### src/rtl/rsfl_link_ram.sv
// Link table memory: one write port and two registered read ports.
module rsfl_link_ram #(
  parameter int unsigned DEPTH = 256
) (
  input  logic                     clk,
  input  logic                     we,
  input  logic [$clog2(DEPTH)-1:0] waddr,
  input  logic [$clog2(DEPTH)-1:0] wdata,
  input  logic [$clog2(DEPTH)-1:0] raddr_a,
  input  logic [$clog2(DEPTH)-1:0] raddr_b,
  output logic [$clog2(DEPTH)-1:0] rdata_a,
  output logic [$clog2(DEPTH)-1:0] rdata_b
);

  localparam int unsigned AW = $clog2(DEPTH);

  logic [AW-1:0] mem [DEPTH];

  // A read at the address being written returns the old contents.
  always_ff @(posedge clk) begin
    if (we) begin
      mem[waddr] <= wdata;
    end
    rdata_a <= mem[raddr_a];
    rdata_b <= mem[raddr_b];
  end

endmodule

### config.mk
export PLATFORM = sky130hd
export DESIGN_NAME = rsfl_link_ram
export DESIGN_NICKNAME = d
export VERILOG_FILES = /design/src/rtl/rsfl_link_ram.sv
export SDC_FILE = /design/constraint.sdc
export NUM_CORES = 2
export LEC_CHECK = 0
export BUFFER_PORTS_ARGS = -buffer_cell sky130_fd_sc_hd__buf_4
export CORE_MARGIN = 2
export CORE_UTILIZATION = 27
export CTS_BUF_LIST = sky130_fd_sc_hd__clkbuf_2 sky130_fd_sc_hd__clkbuf_4 sky130_fd_sc_hd__clkbuf_8
export DETAILED_ROUTE_END_ITERATION = 16
export GPL_ROUTABILITY_DRIVEN = 0
export PLACE_DENSITY = 0.52
export SYNTH_ARGS = -nofsm -noshare
export SYNTH_HDL_FRONTEND = slang
export SYNTH_SLANG_ARGS = --single-unit
### constraint.sdc
create_clock -name clk -period 2.2 [get_ports clk]
set_input_delay 0.22 -clock clk [delete_from_list [all_inputs] [get_ports clk]]
set_output_delay 0.22 -clock clk [all_outputs]
set_load 0.02 [all_outputs]
==> metrics <==
status finished, violations left; failing checks setup timing; Post-synth EDFFs 2048; CP Launch Point mem[183][7]; Die H 603.3 um; leakage power total 39.15 nW; clock tree buffer depth 4; CP Cell Sequence mux4_2 > mux4_2 > mux2_4 > a221oi_4 > buf_6 > nor4_2; Buf/Inv on CP 1; sw frac 24.79%; vias in the first global route 60180; Nets 6056; Comb pwr share 10.4%; Reg2Reg Depth 6; Cell Area, Synth 96970 um^2; period utilization 112.6%; largest net degree at the start of global routing 81; die outline width 603.3 um; CP required 3110 ps; gr usage total 18.70%; most frequent cells after synthesis 2048 x edfxtp_1, 1051 x mux4_2, 298 x nor2_1; min-delay src raddr_b[5]; post-place instance area 111600 um^2; sequential share of power 48.9%; WS Path Type reg -> reg; IO Count 50; Post-DP HPWL 244200 um; Worst R2R Setup Slack -280 ps; most frequent cell after synthesis edfxtp_1; Crit. End Element flip-flop; skew final 73.59 ps; PwrDens 745.2 nW/um^2; final setup fails 12; final std cells w/o fill 11080; synth unique cells 65; Core ar. 358400 um^2; CTS tree built; Placed Cells 10420; first-pass GRT wire length 481000 um; worst skew pair latency 1010 ps; Peak VDD IR 0.4650 mV; area grow syn2layout 23.43%; fraction of final layout cells sized beyond drive strength 1 46.93%; Worst Hold Class in -> reg; CP max FO 2; Final Instance Area 119700 um^2; fin crit period 2477 ps; clock net sink count 2064; Synth Register Bits 2064; WL final 347000 um; DRC violations left 0; CP delay by family, top multiplexers; Clock Pin Slew Worst Setup and Hold Paths 60 ps; Clock H-tree levels 5; port bufs 49; Initial DRT Pass Iterations 5; ys async rst share 0%; Final Max Tran Viols 0; reg2reg start mem[183][7]; worst-margin pin slew 1089 ps; Pint 67.08 mW; crit path capture rdata_a[7]; post-route setup slack -277.1 ps; Top FF cell, synth edfxtp_1; gr ovfl total 0; cts bufs inserted 354; vias per cell 5.279; # fillers 34030; dpl ws -1635 ps; RSZ-0062 raised after global routing yes; Synth area leader edfxtp_1; # rows 220; Mean Syn Cell Area 20.01 um^2; Fmax 0.4037 GHz; drt first-iter violations 6819; Synth Net Count 4881; Mapped Cells 4847; reg2reg end rdata_a[7]; Vias 58500; full die area 364000 um^2; Max-Cap Viols 0; antenna-violating nets left 0; CP Launch Type flip-flop; WP depth 6; synth warn 0; switching power 22.11 mW; relative slew slack 27.13%; Crit path arrival time 3390 ps; Synth area leaders edfxtp_1 63%, mux4_2 24%, mux2i_1 2.4%; Hold Vio Cnt, Final 0; Initial Util 27.06%; CP dominant cell by count mux4_2; CP max stage delay 500 ps; initial antenna violation count 27; sequential area share after synthesis 63.75%; Root Buffer clkbuf_8; wire per inst 31.31 um; area share of the largest cell type after synthesis 63.42%; Crit-path slowest cell mux4_2; clock network fraction of design power 40.7%
-- through the flow --
stage / TNS, ps / power, mW / hold WS, ps / utilization, %
2_1_floorplan: -26.89 / 48.61 / 318.9 / -
3_3_place_gp: -17170 / 53.34 / 629.1 / 31.13
3_5_place_dp: -17330 / 53.39 / 629.8 / 31.13
4_1_cts: -1019 / 89.90 / 9.320 / 33.34
5_1_grt: -1112 / 91.78 / 40.83 / 33.39
6_report: -802.4 / 89.19 / 93.26 / 33.40
-- state kept, by name (all words and copies together), names as in the netlist --
name	count
rdata_b	8
rdata_a	8
mem	2048
-- metal layers --
metal | wire length (um) | GRT usage [%] | vias to the layer above
met5 | 81 | 0 | -
met4 | 14800 | 7.172 | 12
met3 | 28730 | 3.747 | 599
met2 | 167200 | 30.92 | 2845
met1 | 136200 | 24.19 | 31560
li1 | - | - | 23490
-- worst register-to-register path, cell delays in order, from the launching register on --
cell and delay [ps]:
edfxtp_1 420, mux4_2 500, mux4_2 490, mux2_4 310, a221oi_4 420, buf_6 190
nor4_2 40
-- worst min path at each step --
stage	cells past startpoint	endpoint	slack [ps]
floorplan	0	mem[0][0]	320
global placement	1	mem[88][3]	630
detailed placement	1	mem[88][3]	630
CTS	4	mem[58][0]	9
global route	4	mem[136][1]	40
finish	7	rdata_b[4]	90
-- cells by family after synthesis --
| family | Yosys count | share of synthesized area [%] |
|---|---|---|
| simple gates | 591 | 2.695 |
| buf+inv | 401 | 2.730 |
| compound gates | 466 | 3.539 |
| flops | 2064 | 63.75 |
| mux | 1325 | 27.29 |
-- power groups by stage --
stage	Clock [mW]	Combinational [mW]	Sequential, mW
floorplan	0	4.30	44.3
global placement	0	8.91	44.4
detailed placement	0	8.96	44.4
CTS	37.1	9.20	43.6
global route	38.6	9.57	43.6
finish	36.3	9.26	43.6
-- placed cells by master (no fill, tap or decap), drive strengths merged, types with 27 or more instances in the layout --
| cell type | instances |
|---|---|
| mux4 | 1051 |
| a211oi | 28 |
| mux2 | 38 |
| a221oi | 37 |
| a21oi | 79 |
| clkbuf | 454 |
| o221ai | 67 |
| nor2b | 27 |
| a22oi | 62 |
| nand2 | 114 |
| o21ai | 37 |
| nand3 | 52 |
| buf | 1189 |
| clkinv | 139 |
| edfxtp | 2048 |
| o22ai | 48 |
| mux2i | 236 |
| nor2 | 299 |
-- final cells by class --
type | count | area, um^2 | share of cell area [%]
well taps | 4773 | 5972 | 4.989
flip-flops and latches | 2064 | 61820 | 51.65
diodes | 10 | 25.02 | 0.02091
multi-input cells | 2382 | 33230 | 27.76
repair buffers | 1214 | 11470 | 9.582
inverters | 6 | 26.28 | 0.02195
clock buffers | 449 | 5642 | 4.713
clock inverters | 184 | 1510 | 1.262
-- timing repair --
action / CTS / global route
pin swaps: 31 / 20
hold buffers: 20 / 0
endpoints found under the hold margin: 1549 / 0
gates resized for setup: 121 / 38
setup buffers: 7 / 0
endpoints found under the setup margin: 19 / 16
Power figures use the tool's default switching activity.
