[config.mk]
export PLATFORM = sky130hd
export DESIGN_NAME = rsfl_ctrl
export DESIGN_NICKNAME = d
export VERILOG_FILES = /design/src/rtl/rsfl_pkg.sv /design/src/rtl/rsfl_ctrl.sv
export SDC_FILE = /design/constraint.sdc
export NUM_CORES = 1
export LEC_CHECK = 0
export BUFFER_PORTS_ARGS = -buffer_cell sky130_fd_sc_hd__buf_2
export CORE_AREA = 2 2 156 158
export DETAILED_ROUTE_END_ITERATION = 8
export DIE_AREA = 0 0 158 160
export PLACE_DENSITY_LB_ADDON = 0.12
export SKIP_CTS_REPAIR_TIMING = 1
export SLEW_MARGIN = 20
export SYNTH_ARGS = -nofsm -noshare
export SYNTH_HDL_FRONTEND = slang
export SYNTH_SLANG_ARGS = --single-unit
[constraint.sdc]
create_clock -name clk -period 5.8 [get_ports clk]
set_clock_uncertainty 0.2 [all_clocks]
set_input_delay 0.29 -clock clk [delete_from_list [all_inputs] [get_ports clk]]
set_output_delay 0.29 -clock clk [all_outputs]
set_load 0.1 [all_outputs]
[src/rtl/rsfl_pkg.sv]
// Shared types and constants of the receive slot free list.
package rsfl_pkg;

  localparam int unsigned SLOT_W = 8;
  localparam int unsigned SLOT_N = 256;
  localparam int unsigned ID_W = 64;
  localparam int unsigned SEG_W = 6;
  localparam int unsigned MAIN_W = 9;
  localparam int unsigned DB_W = 32;
  localparam int unsigned KIND_W = 2;
  localparam int unsigned STATUS_W = 2;
  localparam int unsigned IN_DATA_W = 80;
  localparam int unsigned OUT_DATA_W = 112;
  localparam int unsigned CFG_IDX_W = 2;
  localparam int unsigned CFG_DATA_W = 9;

  // Configuration values after reset.
  localparam logic [SEG_W-1:0] CFG_MAX_SEG_RST = 6'd1;
  localparam logic [MAIN_W-1:0] CFG_MAIN_RST = 9'd128;
  localparam logic CFG_WAITQ_RST = 1'b1;

  typedef enum logic [KIND_W-1:0] {
    KIND_POST  = 2'd0,
    KIND_FREE  = 2'd1,
    KIND_FAULT = 2'd2,
    KIND_INIT  = 2'd3
  } kind_t;

  typedef enum logic [STATUS_W-1:0] {
    STAT_OK       = 2'd0,
    STAT_TOO_MANY = 2'd1,
    STAT_FULL     = 2'd2
  } status_t;

  typedef enum logic [CFG_IDX_W-1:0] {
    CFG_MAX_SEGMENTS = 2'd0,
    CFG_MAIN_SLOTS   = 2'd1,
    CFG_WAITQ_ENABLE = 2'd2
  } cfg_idx_t;

  typedef enum logic [2:0] {
    ST_SWEEP,
    ST_IDLE,
    ST_POST,
    ST_FAULT1,
    ST_FAULT2
  } state_t;

  typedef struct packed {
    logic [SEG_W-1:0]  max_segments;
    logic [MAIN_W-1:0] main_slots;
    logic              waitq_enable;
  } cfg_t;

  typedef struct packed {
    status_t           status;
    logic [SLOT_W-1:0] taken_slot;
    logic [ID_W-1:0]   stored_id;
    logic [DB_W-1:0]   doorbell_value;
    logic              doorbell_valid;
  } result_t;

endpackage

[src/rtl/rsfl_ctrl.sv]
// Sequencer that walks the link and id memories for each request.
module rsfl_ctrl
  import rsfl_pkg::*;
#(
  parameter int unsigned SLOTS = 256
) (
  input  logic                     clk,
  input  logic                     rst,
  input  cfg_t                     cfg,
  input  logic                     in_valid,
  output logic                     in_ready,
  input  kind_t                    in_kind,
  input  logic [SLOT_W-1:0]        in_slot,
  input  logic [ID_W-1:0]          in_request_id,
  input  logic [SEG_W-1:0]         in_segment_count,
  input  logic                     can_take,
  output logic                     res_load,
  output result_t                  res,
  output logic                     link_we,
  output logic [$clog2(SLOTS)-1:0] link_waddr,
  output logic [$clog2(SLOTS)-1:0] link_wdata,
  output logic [$clog2(SLOTS)-1:0] link_raddr_a,
  output logic [$clog2(SLOTS)-1:0] link_raddr_b,
  input  logic [$clog2(SLOTS)-1:0] link_rdata_a,
  input  logic [$clog2(SLOTS)-1:0] link_rdata_b,
  output logic                     id_we,
  output logic [$clog2(SLOTS)-1:0] id_waddr,
  output logic [ID_W-1:0]          id_wdata,
  output logic [$clog2(SLOTS)-1:0] id_raddr,
  input  logic [ID_W-1:0]          id_rdata
);

  localparam int unsigned PW = $clog2(SLOTS);
  localparam int unsigned EW = (PW + 1 > MAIN_W) ? PW + 1 : MAIN_W;
  localparam logic [EW-1:0] SLOTS_E = EW'(SLOTS);
  localparam logic [PW-1:0] LAST_SLOT = PW'(SLOTS - 1);
  localparam int unsigned RST_MAIN = (int'(CFG_MAIN_RST) > SLOTS) ? SLOTS : int'(CFG_MAIN_RST);
  localparam logic RST_WQ = CFG_WAITQ_RST && (RST_MAIN < SLOTS);
  localparam logic [PW-1:0] RST_TAIL = PW'(RST_MAIN - 1);
  localparam logic [PW-1:0] RST_WHEAD = RST_WQ ? PW'(RST_MAIN) : '0;
  localparam logic [PW-1:0] RST_WTAIL = RST_WQ ? LAST_SLOT : '0;

  state_t state, state_next;
  logic [PW-1:0] head, head_next;
  logic [PW-1:0] tail, tail_next;
  logic [PW-1:0] whead, whead_next;
  logic [PW-1:0] wtail, wtail_next;
  logic waitq_on, waitq_on_next;
  logic [DB_W-1:0] post_counter, post_counter_next;
  logic [PW-1:0] sweep_idx, sweep_idx_next;
  logic sweep_all, sweep_all_next;
  logic fwd_a, fwd_a_next;
  logic fwd_b, fwd_b_next;

  logic in_accept;
  logic [PW-1:0] slot_m;
  logic [PW-1:0] slot_tab [SLOT_N];
  logic [EW-1:0] main_e;
  logic [EW-1:0] eff_main;
  logic rb_waitq;
  logic sweep_hit;

  // Slot numbers from the request are reduced modulo the slot count.
  for (genvar g = 0; g < SLOT_N; g++) begin : g_slot_tab
    localparam int unsigned SM = g % SLOTS;
    assign slot_tab[g] = SM[PW-1:0];
  end

  assign slot_m = slot_tab[in_slot];
  assign in_ready = (state == ST_IDLE) && can_take;
  assign in_accept = in_valid && in_ready;

  // Pointer layout rebuilt from the configuration on an init request.
  assign main_e = EW'(cfg.main_slots);
  assign eff_main = (main_e < EW'(2)) ? EW'(2) : ((main_e > SLOTS_E) ? SLOTS_E : main_e);
  assign rb_waitq = cfg.waitq_enable && (eff_main < SLOTS_E);

  assign sweep_hit = sweep_all || (sweep_idx < tail) ||
                     (waitq_on && (sweep_idx >= whead) && (sweep_idx < wtail));

  // Reads run every cycle; the link ports always look at the two list heads.
  assign link_raddr_a = whead;
  assign link_raddr_b = head;
  assign id_raddr = slot_m;

  always_ff @(posedge clk) begin
    if (rst) begin
      state <= ST_SWEEP;
    end else begin
      state <= state_next;
    end
  end

  always_comb begin
    state_next = state;
    head_next = head;
    tail_next = tail;
    whead_next = whead;
    wtail_next = wtail;
    waitq_on_next = waitq_on;
    post_counter_next = post_counter;
    sweep_idx_next = sweep_idx;
    sweep_all_next = sweep_all;
    fwd_a_next = fwd_a;
    fwd_b_next = fwd_b;
    link_we = 1'b0;
    link_waddr = tail;
    link_wdata = slot_m;
    id_we = 1'b0;
    id_waddr = head;
    id_wdata = in_request_id;
    res_load = 1'b0;
    res.status = STAT_OK;
    res.taken_slot = '0;
    res.stored_id = '0;
    res.doorbell_value = post_counter;
    res.doorbell_valid = 1'b0;

    case (state)
      ST_SWEEP: begin
        link_we = sweep_hit;
        link_waddr = sweep_idx;
        link_wdata = (sweep_idx == LAST_SLOT) ? '0 : sweep_idx + PW'(1);
        if (sweep_idx == LAST_SLOT) begin
          res_load = !sweep_all;
          state_next = ST_IDLE;
        end else begin
          sweep_idx_next = sweep_idx + PW'(1);
        end
      end

      ST_IDLE: begin
        if (in_accept) begin
          case (in_kind)
            KIND_POST: begin
              res_load = 1'b1;
              if (in_segment_count > cfg.max_segments) begin
                res.status = STAT_TOO_MANY;
              end else if (head == tail) begin
                res.status = STAT_FULL;
              end else begin
                id_we = 1'b1;
                res.taken_slot = SLOT_W'(head);
                res.stored_id = in_request_id;
                res.doorbell_value = post_counter + DB_W'(1);
                res.doorbell_valid = 1'b1;
                post_counter_next = post_counter + DB_W'(1);
                state_next = ST_POST;
              end
            end
            KIND_FREE: begin
              link_we = 1'b1;
              tail_next = slot_m;
              res_load = 1'b1;
            end
            KIND_FAULT: begin
              link_we = 1'b1;
              if (waitq_on) begin
                link_waddr = wtail;
                wtail_next = slot_m;
              end else begin
                tail_next = slot_m;
              end
              state_next = ST_FAULT1;
            end
            KIND_INIT: begin
              head_next = '0;
              tail_next = PW'(eff_main - EW'(1));
              waitq_on_next = rb_waitq;
              whead_next = rb_waitq ? PW'(eff_main) : '0;
              wtail_next = rb_waitq ? LAST_SLOT : '0;
              sweep_idx_next = '0;
              sweep_all_next = 1'b0;
              state_next = ST_SWEEP;
            end
            default: begin
              state_next = ST_IDLE;
            end
          endcase
        end
      end

      ST_POST: begin
        head_next = link_rdata_b;
        state_next = ST_IDLE;
      end

      ST_FAULT1: begin
        // With the wait queue on, its first slot joins the main tail; the head reads issued
        // here would miss this write, so a same-address hit is forwarded.
        if (waitq_on) begin
          link_we = 1'b1;
          link_wdata = whead;
          tail_next = whead;
        end
        fwd_a_next = waitq_on && (whead == tail);
        fwd_b_next = waitq_on && (head == tail);
        id_we = 1'b1;
        id_wdata = id_rdata;
        res_load = 1'b1;
        res.taken_slot = SLOT_W'(head);
        res.stored_id = id_rdata;
        res.doorbell_value = post_counter + DB_W'(1);
        res.doorbell_valid = 1'b1;
        post_counter_next = post_counter + DB_W'(1);
        state_next = ST_FAULT2;
      end

      ST_FAULT2: begin
        if (waitq_on) begin
          whead_next = fwd_a ? tail : link_rdata_a;
        end
        head_next = fwd_b ? tail : link_rdata_b;
        state_next = ST_IDLE;
      end

      default: begin
        state_next = ST_IDLE;
      end
    endcase
  end

  always_ff @(posedge clk) begin
    if (rst) begin
      head <= '0;
      tail <= RST_TAIL;
      whead <= RST_WHEAD;
      wtail <= RST_WTAIL;
      waitq_on <= RST_WQ;
      post_counter <= '0;
      sweep_idx <= '0;
      sweep_all <= 1'b1;
      fwd_a <= 1'b0;
      fwd_b <= 1'b0;
    end else begin
      head <= head_next;
      tail <= tail_next;
      whead <= whead_next;
      wtail <= wtail_next;
      waitq_on <= waitq_on_next;
      post_counter <= post_counter_next;
      sweep_idx <= sweep_idx_next;
      sweep_all <= sweep_all_next;
      fwd_a <= fwd_a_next;
      fwd_b <= fwd_b_next;
    end
  end

  a_link_addr_range: assert property (@(posedge clk) disable iff (rst)
    link_we |-> ({1'b0, link_waddr} < (PW + 1)'(SLOTS)))
    else $error("link table write beyond the slot count");

  a_doorbell_count: assert property (@(posedge clk) disable iff (rst)
    res_load |-> (res.doorbell_value ==
                  (res.doorbell_valid ? post_counter + DB_W'(1) : post_counter)))
    else $error("doorbell value does not track the post counter");

  a_fault_head_hold: assert property (@(posedge clk) disable iff (rst)
    state == ST_FAULT1 |=> (state == ST_FAULT2) && (head == $past(head)))
    else $error("fault repost left its sequence or moved the head early");

endmodule

==> results.sh <==
export IMPL_arrival_ns=3.63
export IMPL_flow_area_growth_from_synthesis_pct=31.8
export IMPL_detailedPlacementHpwl_mm=28.0
export IMPL_drt_iter0_drc=872
export IMPL_floorplan_die_area_um2=25300
export IMPL_worstPathRequired_ns=5.31
export IMPL_synth_cell_area_um2=7290
export IMPL_worst_r2r_setup_slack_ns=2.60
export IMPL_mappedNetlistNets=1328
export IMPL_globalRouteTotalUtil=0.264
export IMPL_root_buffer="clkbuf_16"
export IMPL_max_cap_viol_count=0
export IMPL_relSlewSlack=0.317
export IMPL_chipWidth_um=158
export IMPL_clk_transition_reported_paths_ns=0.06
export IMPL_buffer_ports_inserted=402
export IMPL_synth_seq_area_share=0.217
export IMPL_setup_tns_final_ns=0
export IMPL_filler_cell_count=2712
export IMPL_finalNetCount=1659
export IMPL_endpoint_kind="primary output"
export IMPL_cts_tree="done"
export IMPL_layout_core_utilization=0.403
export IMPL_wl_per_cell_um=19.9
export IMPL_drt_vias_per_instance=5.10
export IMPL_outcome="finished clean"
export IMPL_finalSetupViolations=0
export IMPL_transition_at_the_pin_with_the_smallest_max_transition_slack_ns=1.02
export IMPL_final_layout_size_suffix_gt1_frac=0.313
export IMPL_fmax_ghz=0.243
export IMPL_irDropWorstVdd_mv=0.105
export IMPL_path_max_fanout=77
export IMPL_synth_lib_cells_used_distinct=68
export IMPL_edff_count_synth=0
export IMPL_cts_max_path_buffers=2
export IMPL_globalRoute_totalOverflow=0
export IMPL_grt_antenna_before_repair=8
export IMPL_cp_start_kind="flop"
export IMPL_critical_path_class="flop to primary output"
export IMPL_global_placement_routability_congestion=0.922
export IMPL_syn_inst=1113
export IMPL_route_vias_total=9071
export IMPL_worstSkewPairLatency_ns=0.35
export IMPL_total_clock_buffers_created_by_cts=9
export IMPL_drt_antenna_violating_nets=0
export IMPL_grt_first_pass_wirelength_mm=50.1
export IMPL_hold_path_class="primary input to flop"
export IMPL_tritoncts_num_sinks=79
export IMPL_postSynth_topFlopCell="dfxtp_1"
export IMPL_final_max_slew_violation_count=0
export IMPL_syn_mean_instance_area_um2=6.55
export IMPL_yosysWarningCount=0
export IMPL_via_count_of_the_first_global_routing_pass=8049
export IMPL_grt_max_degree=89
export IMPL_dr_pass1_iters=6
export IMPL_postSynthRegisterBits=79
export IMPL_drcViolationCount=0
export IMPL_p_per_area_nw_per_um2=161
export IMPL_p_leak_nw=5.42
export IMPL_coreArea_um2=23800
export IMPL_post_route_period_util=0.710
export IMPL_synth_async_reset_ratio=0
export IMPL_initial_utilization=0.306
export IMPL_timing_final_hold_violations=0
export IMPL_ioPinCount=403
export IMPL_postRouteWirelength_mm=35.4
export IMPL_row_count=57
export IMPL_htree_num_levels=3
export IMPL_final_min_clock_period_ns=4.12
export IMPL_die_height_um=160
export IMPL_grt_setup_unrepaired="false"
-- cells in the final DEF (no fill, tap or decap), types with 16 or more instances in the layout --
cell type / n
nand2_1: 404
buf_2: 402
dfxtp_1: 79
nor2_1: 58
o21ai_0: 50
a21oi_1: 49
inv_1: 43
ha_1: 35
nor2b_1: 23
nand3_1: 19
or3_1: 19
mux2i_1: 18
xnor2_1: 16
-- cells by family after synthesis --
family / after synthesis / share of synthesized area
compound gates: 201 / 0.187
xor+xnor: 34 / 0.0450
mux: 28 / 0.0407
simple gates: 604 / 0.366
flops: 79 / 0.217
buf+inv: 132 / 0.0841
fa+ha+maj: 35 / 0.0601
-- registers in the layout (all words and copies together), names as in the netlist --
signal	flops
post_counter	32
id_waddr	8
link_raddr_a	8
sweep_idx	8
tail	8
wtail	8
state	3
fwd_a	1
fwd_b	1
sweep_all	1
waitq_on	1
-- power by group --
part | internal (mW) | leakage, nW | switching, mW
sequential | 0.544 | 0.637 | 0.00478
clock | 0.312 | 0.136 | 0.234
combinational | 0.101 | 4.64 | 0.346
total | 0.957 | 5.42 | 0.585
-- metal layers --
layer  global-route usage  vias up  part of all wire
met1                0.341     4189              0.42
met2                0.424      402              0.46
met5                    0        -            0.0012
li1                     -     4419                 -
met4                0.107        6             0.031
met3               0.0592       55             0.091
-- synthesized netlist by cell type (all sizes together), types with 18 or more instances --
cell	instances	area (um^2)
o21ai	53	269
mux2i	18	180
clkbuf	39	146
xor2	18	188
nor2b	23	144
or3	19	119
dfxtp	79	1580
nand3	19	95.1
inv	43	161
nand2	407	1530
nor2	58	218
a21oi	49	245
ha	35	438
buf	49	302
-- final timing paths --
check                          end  cells after the start       startpoint
hold / removal         id_waddr[0]                      5  link_rdata_b[0]
setup reg to reg  post_counter[31]                      6         state[2]
setup / recovery           res[32]                      7         state[2]
hold reg to reg           wtail[3]                      1         wtail[3]
-- area by class of cell --
cell class | instances | area (um^2) | area share
multi-input cells | 902 | 5110 | 0.532
repair buffers | 408 | 2060 | 0.214
flip-flops and latches | 79 | 1580 | 0.165
well taps | 324 | 405 | 0.0422
clock buffers | 13 | 260 | 0.0271
inverters | 44 | 165 | 0.0172
clock inverters | 3 | 17.5 | 0.00182
diodes | 4 | 10.0 | 0.00104
-- worst max-delay path, stage by stage (launching register included) --
cell and delay [ns]:
dfxtp_1 0.47, and2b_1 0.32, nand2_4 0.70, nor3_1 0.18, a32oi_1 0.81, o21ai_0 0.27
nand2_1 0.11, buf_2 0.42
-- metrics by stage --
| stage | hold WS, ns | instance area (um^2) | cells | setup slack, ns | total power [mW] |
|---|---|---|---|---|---|
| 2_1_floorplan | 0.250 | 7290 | 1113 | 1.60 | 0.870 |
| 3_3_place_gp | 0.273 | 9320 | 1757 | 2.04 | 1.00 |
| 3_5_place_dp | 0.283 | 9320 | 1757 | 1.99 | 1.00 |
| 4_1_cts | 0.0955 | 9600 | 1773 | 1.65 | 1.55 |
| 5_1_grt | 0.147 | 9610 | 1777 | 1.43 | 1.59 |
| 6_report | 0.106 | 9610 | 1777 | 1.68 | 1.54 |
Power figures use the tool's default switching activity.
