===== config.mk =====
export PLATFORM = sky130hd
export DESIGN_NAME = rsfl_out_buf
export DESIGN_NICKNAME = d
export VERILOG_FILES = /design/src/rtl/rsfl_pkg.sv /design/src/rtl/rsfl_out_buf.sv
export SDC_FILE = /design/constraint.sdc
export NUM_CORES = 1
export LEC_CHECK = 0
export BUFFER_PORTS_ARGS = -buffer_cell sky130_fd_sc_hd__buf_2
export CAP_MARGIN = 5
export CORE_MARGIN = 2
export CORE_UTILIZATION = 30
export DETAILED_ROUTE_END_ITERATION = 8
export GPL_TIMING_DRIVEN = 0
export HOLD_SLACK_MARGIN = 0.05
export PLACE_DENSITY = 0.55
export SKIP_CTS_REPAIR_TIMING = 1
export SLEW_MARGIN = 40
export SYNTH_ARGS = -nofsm -noshare
export SYNTH_HDL_FRONTEND = slang
export SYNTH_SLANG_ARGS = --single-unit

===== constraint.sdc =====
create_clock -name clk -period 4.9 [get_ports clk]
set_input_delay 0.49 -clock clk [delete_from_list [all_inputs] [get_ports clk]]
set_output_delay 0.49 -clock clk [all_outputs]
set_load 0.005 [all_outputs]

===== src/rtl/rsfl_pkg.sv =====
// Shared types and constants of the receive slot free list.
package rsfl_pkg;

  localparam int unsigned SLOT_W = 8;
  localparam int unsigned SLOT_N = 256;
  localparam int unsigned ID_W = 64;
  localparam int unsigned SEG_W = 6;
  localparam int unsigned MAIN_W = 9;
  localparam int unsigned DB_W = 32;
  localparam int unsigned KIND_W = 2;
  localparam int unsigned STATUS_W = 2;
  localparam int unsigned IN_DATA_W = 80;
  localparam int unsigned OUT_DATA_W = 112;
  localparam int unsigned CFG_IDX_W = 2;
  localparam int unsigned CFG_DATA_W = 9;

  // Configuration values after reset.
  localparam logic [SEG_W-1:0] CFG_MAX_SEG_RST = 6'd1;
  localparam logic [MAIN_W-1:0] CFG_MAIN_RST = 9'd128;
  localparam logic CFG_WAITQ_RST = 1'b1;

  typedef enum logic [KIND_W-1:0] {
    KIND_POST  = 2'd0,
    KIND_FREE  = 2'd1,
    KIND_FAULT = 2'd2,
    KIND_INIT  = 2'd3
  } kind_t;

  typedef enum logic [STATUS_W-1:0] {
    STAT_OK       = 2'd0,
    STAT_TOO_MANY = 2'd1,
    STAT_FULL     = 2'd2
  } status_t;

  typedef enum logic [CFG_IDX_W-1:0] {
    CFG_MAX_SEGMENTS = 2'd0,
    CFG_MAIN_SLOTS   = 2'd1,
    CFG_WAITQ_ENABLE = 2'd2
  } cfg_idx_t;

  typedef enum logic [2:0] {
    ST_SWEEP,
    ST_IDLE,
    ST_POST,
    ST_FAULT1,
    ST_FAULT2
  } state_t;

  typedef struct packed {
    logic [SEG_W-1:0]  max_segments;
    logic [MAIN_W-1:0] main_slots;
    logic              waitq_enable;
  } cfg_t;

  typedef struct packed {
    status_t           status;
    logic [SLOT_W-1:0] taken_slot;
    logic [ID_W-1:0]   stored_id;
    logic [DB_W-1:0]   doorbell_value;
    logic              doorbell_valid;
  } result_t;

endpackage


===== src/rtl/rsfl_out_buf.sv =====
// Result buffer: one pending entry in front of the output register.
module rsfl_out_buf
  import rsfl_pkg::*;
(
  input  logic    clk,
  input  logic    rst,
  input  logic    res_load,
  input  result_t res_in,
  output logic    can_take,
  output logic    out_valid,
  input  logic    out_ready,
  output result_t out_res
);

  logic    pend;
  result_t pend_res;
  logic    move;

  assign move = pend && (!out_valid || out_ready);
  assign can_take = !pend || move;

  always_ff @(posedge clk) begin
    if (rst) begin
      pend <= 1'b0;
      out_valid <= 1'b0;
    end else begin
      if (res_load) begin
        pend <= 1'b1;
      end else if (move) begin
        pend <= 1'b0;
      end
      if (move) begin
        out_valid <= 1'b1;
      end else if (out_ready) begin
        out_valid <= 1'b0;
      end
    end
  end

  always_ff @(posedge clk) begin
    if (res_load) begin
      pend_res <= res_in;
    end
    if (move) begin
      out_res <= pend_res;
    end
  end

  a_no_overwrite: assert property (@(posedge clk) disable iff (rst)
    res_load |-> (!pend || move))
    else $error("result loaded over a pending result");

endmodule


==> results.cfg, run 1 <==
[logic_synthesis]
synth_most_common_cell = edfxtp_1
yosys.area_share.simple = 0.00499
synth.top_cells.by_area = edfxtp_1 (99%), dfxtp_1 (0.61%), nand3b_4 (0.31%), a21oi_2 (0.13%), inv_1 (0.12%)
ys_ff_latch = 216
synthAdderAreaFrac = 0
ys_seq_area_frac = 0.992
synth-compound-area-share = 0.00211
syn_area_um2 = 6520
synth_xor_area_frac = 0
syn_area_per_cell_um2 = 29.2
yosysTopAreaCellShare = 0.986
ys_top_cells_by_count = edfxtp_1 (214), dfxtp_1 (2), inv_1 (2)
synth_cell_types = 8
syn_nets = 334
async_reset_ff_frac = 0
synth_top_family_by_area = simple AND/OR/NAND/NOR gates
ys_warn_count = 0
synth_mux_area_frac = 0
netlist_instances = 223
synth_top_area_cell = edfxtp_1
synthFlopType = edfxtp_1
synth_edf_count = 214

[floorplan]
io_pins = 220
rows = 53
die_w_um = 151
die-area_um2 = 22900
core_um2 = 21200
fp.dieH_um = 151
start_util = 0.308

[route]
drtIter0Drc = 115
drc = 0
wl_um = 11800
firstDrtPassIters = 4
final_antenna_net_count = 0
wl_per_cell_um = 15.4
dr_total_vias = 3014
via_per_inst = 3.95

[sta]
setup_viol = 0
holdWs_ps = 151
grt_setup_unrepaired = false
fin_crit_ps = 1620
fmax_mhz = 619
finalCritPeriodShare = 0.330
finalSetupTns_ps = 0
slew_violations = 0
fin_ws_ps = 3280
relSlewSlack = 0.632
hold_violations = 0
clock_skew_ps = 18.8
tightest_slew_ps = 552

[grt]
grt_remaining_overflow = 0
grt_pass1_wl_um = 17100
grt_usage = 0.0975
grt_pass1_vias = 3134
antenna_found_initial = 1
grt_max_degree = 57

[worst_setup_path]
start_kind = register
path_class = reg -> out
cp_max_fo = 3
arrival_ps = 1130
cp.required_ps = 4410
worstSetupEndpointType = primary output

[clocking]
root_buffer = clkbuf_16
cts_tree = done
cts_num_sinks = 216
clkSlewWorstSetupHoldPaths_ps = 60
cts_buffer_depth = 3
htreeDepth = 1
insertion_delay_ps = 510
cts-buffers-inserted = 23

[min_path]
hp-class = in -> reg

[outcome]
status = completed

[finish]
fin_cells = 763
drive_above_1_share = 0.524
syn_to_final_growth_pct = 33.8
final_area_um2 = 8720
multi_input_area_um2 = 48.8
nNetsFinal = 581
seq_area_um2 = 6470
fill_cells = 1929

[placement]
portBuffers = 219
placed_area_um2 = 8040
hpwl_um = 7960
dp_slack_ps = 3010
dp_cells = 720
gp_congestion = 0.676

[power_and_ir_drop]
irDropWorstVdd_v = 0.000247
pwr_density_cell_nw_per_um2 = 448
leakage_uw = 0.00333

[flow_run]
cap_violations = 0
[critical path: stages (launching register included)]
cell	delay (ps)
dfxtp_1	390
nand3b_4	100
buf_2	130
[report_power, final]
group / internal [µW] / leakage [µW] / switching, µW / total, µW
logic: 67.0 / 0.000937 / 78.5 / 145
registers: 2180 / 0.00207 / 28.5 / 2210
clock network: 899 / 0.000326 / 659 / 1560
[kinds of logic after synthesis]
logic type | after synthesis
buf+inv | 2
flops | 216
simple gates | 3
compound gates | 2
[state kept, by name, indices dropped and copies added, names as in the netlist]
register and cells:
out_res 107, pend_res 107, out_valid 1, pend 1
[path summary, 6_finish.rpt]
path / start / to / depth (start not counted) / slack, ps
worst max-delay path: pend$_SDFFE_PP0P_ / can_take / 2 / 3280
worst min-delay path: res_in[2] / pend_res[2]$_DFFE_PP_ / 1 / 150
worst max register to register: out_valid$_SDFFE_PP0P_ / out_res[3]$_DFFE_PP_ / 3 / 3290
worst min register to register: pend_res[78]$_DFFE_PP_ / out_res[78]$_DFFE_PP_ / 0 / 410
[layout make-up]
class	count	share of cell area
Antenna cell	1	0.000287
Clock buffer	34	0.0730
Timing Repair Buffer	222	0.135
Sequential cell	216	0.741
Clock inverter	8	0.00516
Tap cell	275	0.0394
Multi-Input combinational cell	5	0.00559
Inverter	2	0.000860
[placed cells by master, fill, tap and decap left out]
| master | netlist | final |
|---|---|---|
| buf_8 | 0 | 1 |
| dfxtp_1 | 2 | 2 |
| nand3b_4 | 1 | 1 |
| clkinv_1 | 0 | 3 |
| clkinvlp_4 | 0 | 2 |
| inv_1 | 2 | 2 |
| clkbuf_8 | 0 | 2 |
| and2_4 | 0 | 1 |
| nand2b_1 | 1 | 1 |
| a21oi_1 | 1 | 1 |
| clkbuf_1 | 0 | 9 |
| diode_2 | 0 | 1 |
| clkbuf_16 | 0 | 23 |
| buf_16 | 0 | 1 |
| inv_6 | 0 | 1 |
| buf_2 | 0 | 218 |
| buf_12 | 0 | 2 |
| edfxtp_1 | 214 | 214 |
| clkinv_2 | 0 | 2 |
| a21oi_2 | 1 | 1 |
[metal layers]
metal | global-route usage | vias to the layer above | part of all wire
li1 | - | 1406 | -
met2 | 0.157 | 152 | 0.47
met4 | 0.0369 | 0 | 0.034
met5 | 0 | - | 0
met3 | 0.0389 | 23 | 0.099
met1 | 0.119 | 1433 | 0.40
[through the flow]
step / utilization / power [µW]
after floorplan: - / 2260
after global placement: 0.376 / 2390
after detailed placement: 0.380 / 2390
after CTS: 0.412 / 3970
after global routing: 0.412 / 4070
final: 0.412 / 3910
(Power assumes the default switching activity.)
==> inputs of run 2 (changes only) <==
==> constraint.sdc (replaced) <==
create_clock -name clk -period 1.6 [get_ports clk]
set_input_delay 0.16 -clock clk [delete_from_list [all_inputs] [get_ports clk]]
set_output_delay 0.16 -clock clk [all_outputs]
set_load 0.005 [all_outputs]
==> run 2 against run 1 <==
  * Largest cell class unchanged
  * Register-to-register slack lost 3100 ps
  * Cell count grew 15%
  * Via count grew 16%
  * Sequential power grew to 3.1 times the previous value
==> results.cfg, run 2 (synthesized netlist as in run 1, its figures left out) <==
[power_and_ir_drop]
pwr_density_cell_nw_per_um2 = 1250
p_total_uw = 12400
power_frac_seq = 0.545
power.switching_uw = 2380
internal_power_uw = 10000
p_sw_frac = 0.192
pwr-share-clk = 0.400
leakage_uw = 0.00383
irDropWorstVdd_v = 0.000754
combPwrFrac = 0.055

[sta]
fin_crit_ps = 1410
finalCritPeriodShare = 0.878
grt_setup_unrepaired = false
hold_violations = 0
holdWs_ps = 365
setup_viol = 0
fmax_mhz = 712
finalSetupTns_ps = 0
slew_violations = 0
tightest_slew_ps = 383
relSlewSlack = 0.745
clock_skew_ps = 6.67

[clocking]
root_buffer = clkbuf_16
cts_buffer_depth = 3
htreeDepth = 1
clkSlewWorstSetupHoldPaths_ps = 60
cts-buffers-inserted = 23
cts_tree = done
cts_num_sinks = 216
insertion_delay_ps = 490

[floorplan]
io_pins = 220
start_util = 0.308
fp.dieH_um = 151
die_w_um = 151
core_um2 = 21200
die-area_um2 = 22900
rows = 53

[min_path]
hp-start = res_in[71]
min_to = pend_res[71]$_DFFE_PP_
hold_path_depth = 2
hp-class = in -> reg

[worst_setup_path]
crit_path_top_delay_cell = dfxtp_2
slowest_delay_ps = 340
crit_family = buffers and inverters
path_cells = nand2b_1 -> and2_4 -> buf_12 -> buf_12
arrival_ps = 1600
cp_max_fo = 29
rr_worst_depth = 4
cp_num_buf_inv = 2
rr_startpoint = out_valid$_SDFFE_PP0P_
worst_r2r_endpoint = out_res[80]$_DFFE_PP_
cp_common_cell = buf_12
start_kind = register
cp.required_ps = 1790
worstSetupEndpointType = register
path_class = reg -> reg
reg2reg_slack_ps = 190

[grt]
grt_pass1_vias = 3140
grt_usage = 0.102
grtUsageMet1 = 0.126
grt_max_degree = 76
use_met3 = 0.0431
antenna_found_initial = 0
grt_pass1_wl_um = 17700
met2_usage = 0.160
grt_remaining_overflow = 0
grt_busiest_layer = met2

[route]
via_per_inst = 3.98
wl_um = 13400
drc = 0
firstDrtPassIters = 4
final_antenna_net_count = 0
drtIter0Drc = 86
wl_per_cell_um = 15.3
dr_total_vias = 3487

[finish]
fin_cells = 876
multi_input_area_um2 = 56.3
reg_top3 = out_res: 107 flops, pend_res: 107 flops
final_cell_mix = buf_2 (218), edfxtp_1 (214), dlygate4sd3_1 (111), clkbuf_16 (23), clkbuf_1 (8)
drive_above_1_share = 0.428
final_common_cell = buf_2
fill_cells = 1815
seq_area_um2 = 6470
final_core_util = 0.468
antenna_cells = 0
syn_to_final_growth_pct = 51.7
nNetsFinal = 696

[placement]
gp_congestion = 0.684
dp_cells = 721
portBuffers = 219
hpwl_um = 8270

[flow_run]
cap_violations = 0

[outcome]
status = completed
run 2: changes by cell type in the layout (fill, tap and decap cells not counted), sizes merged:
cell / change
clkinv: +3
buf: +3
clkinvlp: -2
clkbuf: -3
bufinv: +2
diode: -1
dlygate4sd3: +111
inv: -1
and2: +1
run 2: layout make-up:
type	count	share of cell area
Sequential cell	216	0.654
Timing Repair Buffer	336	0.234
Clock buffer	31	0.0612
Tap cell	275	0.0348
Clock inverter	10	0.00936
Multi-Input combinational cell	6	0.00569
Inverter	2	0.000759
run 2: per-layer routing:
metal,routed length [µm],share of wire
met5,0,0
met2,6570,0.49
met4,402,0.030
met1,5380,0.40
met3,1080,0.080
run 2: worst max-delay path by stage:
stage | slack [ps] | cells past startpoint | to | start
3_5_place_dp | -50 | 3 | out_res[80]$_DFFE_PP_ | pend$_SDFFE_PP0P_
6_report | 190 | 4 | out_res[80]$_DFFE_PP_ | out_valid$_SDFFE_PP0P_
5_1_grt | 130 | 4 | out_res[98]$_DFFE_PP_ | out_valid$_SDFFE_PP0P_
3_3_place_gp | -810 | 1 | pend_res[50]$_DFFE_PP_ | res_load
2_1_floorplan | -30 | 2 | out_res[0]$_DFFE_PP_ | out_valid$_SDFFE_PP0P_
4_1_cts | -50 | 4 | out_res[40]$_DFFE_PP_ | out_valid$_SDFFE_PP0P_
run 2: power by group through the flow:
stage	clock network [µW]	logic, µW	registers (µW)
2_1_floorplan	0	50.2	6880
3_3_place_gp	0	426	6870
3_5_place_dp	0	469	6880
4_1_cts	5160	470	6760
5_1_grt	5360	745	6790
6_report	4960	680	6760
run 2: metrics by stage:
step / worst slack, ps / area, µm²
final: 195 / 9890
after global routing: 131 / 9890
after CTS: -51.8 / 8760
after detailed placement: -48.2 / 8060
after global placement: -815 / 7960
after floorplan: -31.2 / 6520
==> inputs of run 3 (changes only) <==
--- a/config.mk
+++ b/config.mk
@@ -7,12 +7,10 @@
 export LEC_CHECK = 0
 export BUFFER_PORTS_ARGS = -buffer_cell sky130_fd_sc_hd__buf_2
 export CAP_MARGIN = 5
-export CORE_MARGIN = 2
 export CORE_UTILIZATION = 30
 export DETAILED_ROUTE_END_ITERATION = 8
 export GPL_TIMING_DRIVEN = 0
 export HOLD_SLACK_MARGIN = 0.05
-export PLACE_DENSITY = 0.55
 export SKIP_CTS_REPAIR_TIMING = 1
 export SLEW_MARGIN = 40
 export SYNTH_ARGS = -nofsm -noshare
==> run 3 against run 2 <==
  * Cell count decreased by 0.80%
  * Die area decreased by 2.6%
  * Setup slack lost 55 ps
  * Largest power group unchanged
  * Highest routed layer unchanged
==> results.cfg, run 3 (synthesized netlist as in run 1, its figures left out) <==
[grt]
grt_usage = 0.100
grt_remaining_overflow = 0
grt_max_degree = 58
use_met3 = 0.0494
grt_busiest_layer = met2
grt_pass1_vias = 3165
antenna_found_initial = 0
grtUsageMet1 = 0.121
met2_usage = 0.159
grt_pass1_wl_um = 17200

[route]
drtIter0Drc = 121
final_antenna_net_count = 0
dr_total_vias = 3472
wl_um = 12900
wl_per_cell_um = 14.9
firstDrtPassIters = 4
via_per_inst = 4.00
drc = 0

[placement]
portBuffers = 219
gp_congestion = 0.701
hpwl_um = 8130

[sta]
grt_setup_unrepaired = false
setup_viol = 0
relSlewSlack = 0.702
fin_crit_ps = 1460
tightest_slew_ps = 447
slew_violations = 0
fmax_mhz = 685
clock_skew_ps = 13.7
hold_violations = 0
finalCritPeriodShare = 0.913
holdWs_ps = 103

[clocking]
cts-buffers-inserted = 23
cts_tree = done
clkSlewWorstSetupHoldPaths_ps = 50
insertion_delay_ps = 490
cts_num_sinks = 216
root_buffer = clkbuf_16
htreeDepth = 1
cts_buffer_depth = 3

[min_path]
hp-class = in -> reg

[worst_setup_path]
path_cells = nand2b_1 -> and2_4 -> buf_12 -> buf_12
cp_common_cell = buf_12
arrival_ps = 1640
cp_max_fo = 31
slowest_delay_ps = 350
cp_num_buf_inv = 2
cp.required_ps = 1780
crit_path_top_delay_cell = dfxtp_2
crit_family = buffers and inverters
start_kind = register
path_class = reg -> reg
worstSetupEndpointType = register

[power_and_ir_drop]
irDropWorstVdd_v = 0.000876
pwr_density_cell_nw_per_um2 = 1230
leakage_uw = 0.00380

[finish]
reg_top3 = out_res: 107 flops, pend_res: 107 flops
multi_input_area_um2 = 56.3
drive_above_1_share = 0.436
antenna_cells = 0
final_core_util = 0.464
nNetsFinal = 693
fill_cells = 1793
final_cell_mix = buf_2 (218), edfxtp_1 (214), dlygate4sd3_1 (109), clkbuf_16 (23)
seq_area_um2 = 6470
syn_to_final_growth_pct = 50.4
final_common_cell = buf_2

[floorplan]
rows = 53
die-area_um2 = 22300
fp.dieH_um = 149
io_pins = 220
die_w_um = 149
start_util = 0.308
core_um2 = 21200

[outcome]
status = completed

[flow_run]
cap_violations = 0
run 3: cell types whose count changed in the layout (fill, tap and decap cells not counted):
cell           previous run  this run
buf_4                     2         1
bufinv_16                 2         0
clkbuf_1                  8         6
clkinv_1                  6         1
clkinv_2                  2         6
dlygate4sd3_1           111       109
inv_6                     0         1
run 3: worst paths after layout:
check / endpoint / cells after the start / slack, ps / from
setup / recovery: out_res[33]$_DFFE_PP_ / 4 / 140 / out_valid$_SDFFE_PP0P_
hold reg to reg: out_res[17]$_DFFE_PP_ / 0 / 410 / pend_res[17]$_DFFE_PP_
setup reg to reg: out_res[33]$_DFFE_PP_ / 4 / 140 / out_valid$_SDFFE_PP0P_
hold / removal: out_valid$_SDFFE_PP0P_ / 3 / 100 / out_ready
run 3: tightest hold or removal path: stages:
cell	delay [ps]
buf_2	90
nand2b_1	170
a21oi_1	120
run 3: routing by layer:
layer,up-vias,routed length (µm)
li1,1624,-
met1,1670,5160
met2,158,6300
met3,20,1250
met4,0,202
met5,-,0
run 3: layout make-up:
type,instances,area share
sequential,216,0.659
tap,275,0.0351
multi-input combinational,6,0.00574
clock buffer,29,0.0610
inverter,2,0.000765
clock inverter,8,0.00434
timing repair buffer,333,0.234
run 3: stage by stage:
| step | setup WS (ps) | TNS [ps] | cell area, µm² | cells | total power [µW] |
|---|---|---|---|---|---|
| after floorplan | -31.2 | -3340 | 6520 | 223 | 6930 |
| after global placement | -730 | -115150 | 7960 | 717 | 7290 |
| after detailed placement | -43.0 | -1200 | 8060 | 721 | 7350 |
| after CTS | -44.2 | -1210 | 8700 | 758 | 12000 |
| after global routing | 47.8 | 0 | 9810 | 869 | 12500 |
| final | 139 | 0 | 9810 | 869 | 12000 |
run 3: power breakdown:
group / switching, µW / internal, µW / total, µW
registers: 93.6 / 6670 / 6760
clock network: 1960 / 2630 / 4590
logic: 282 / 387 / 670
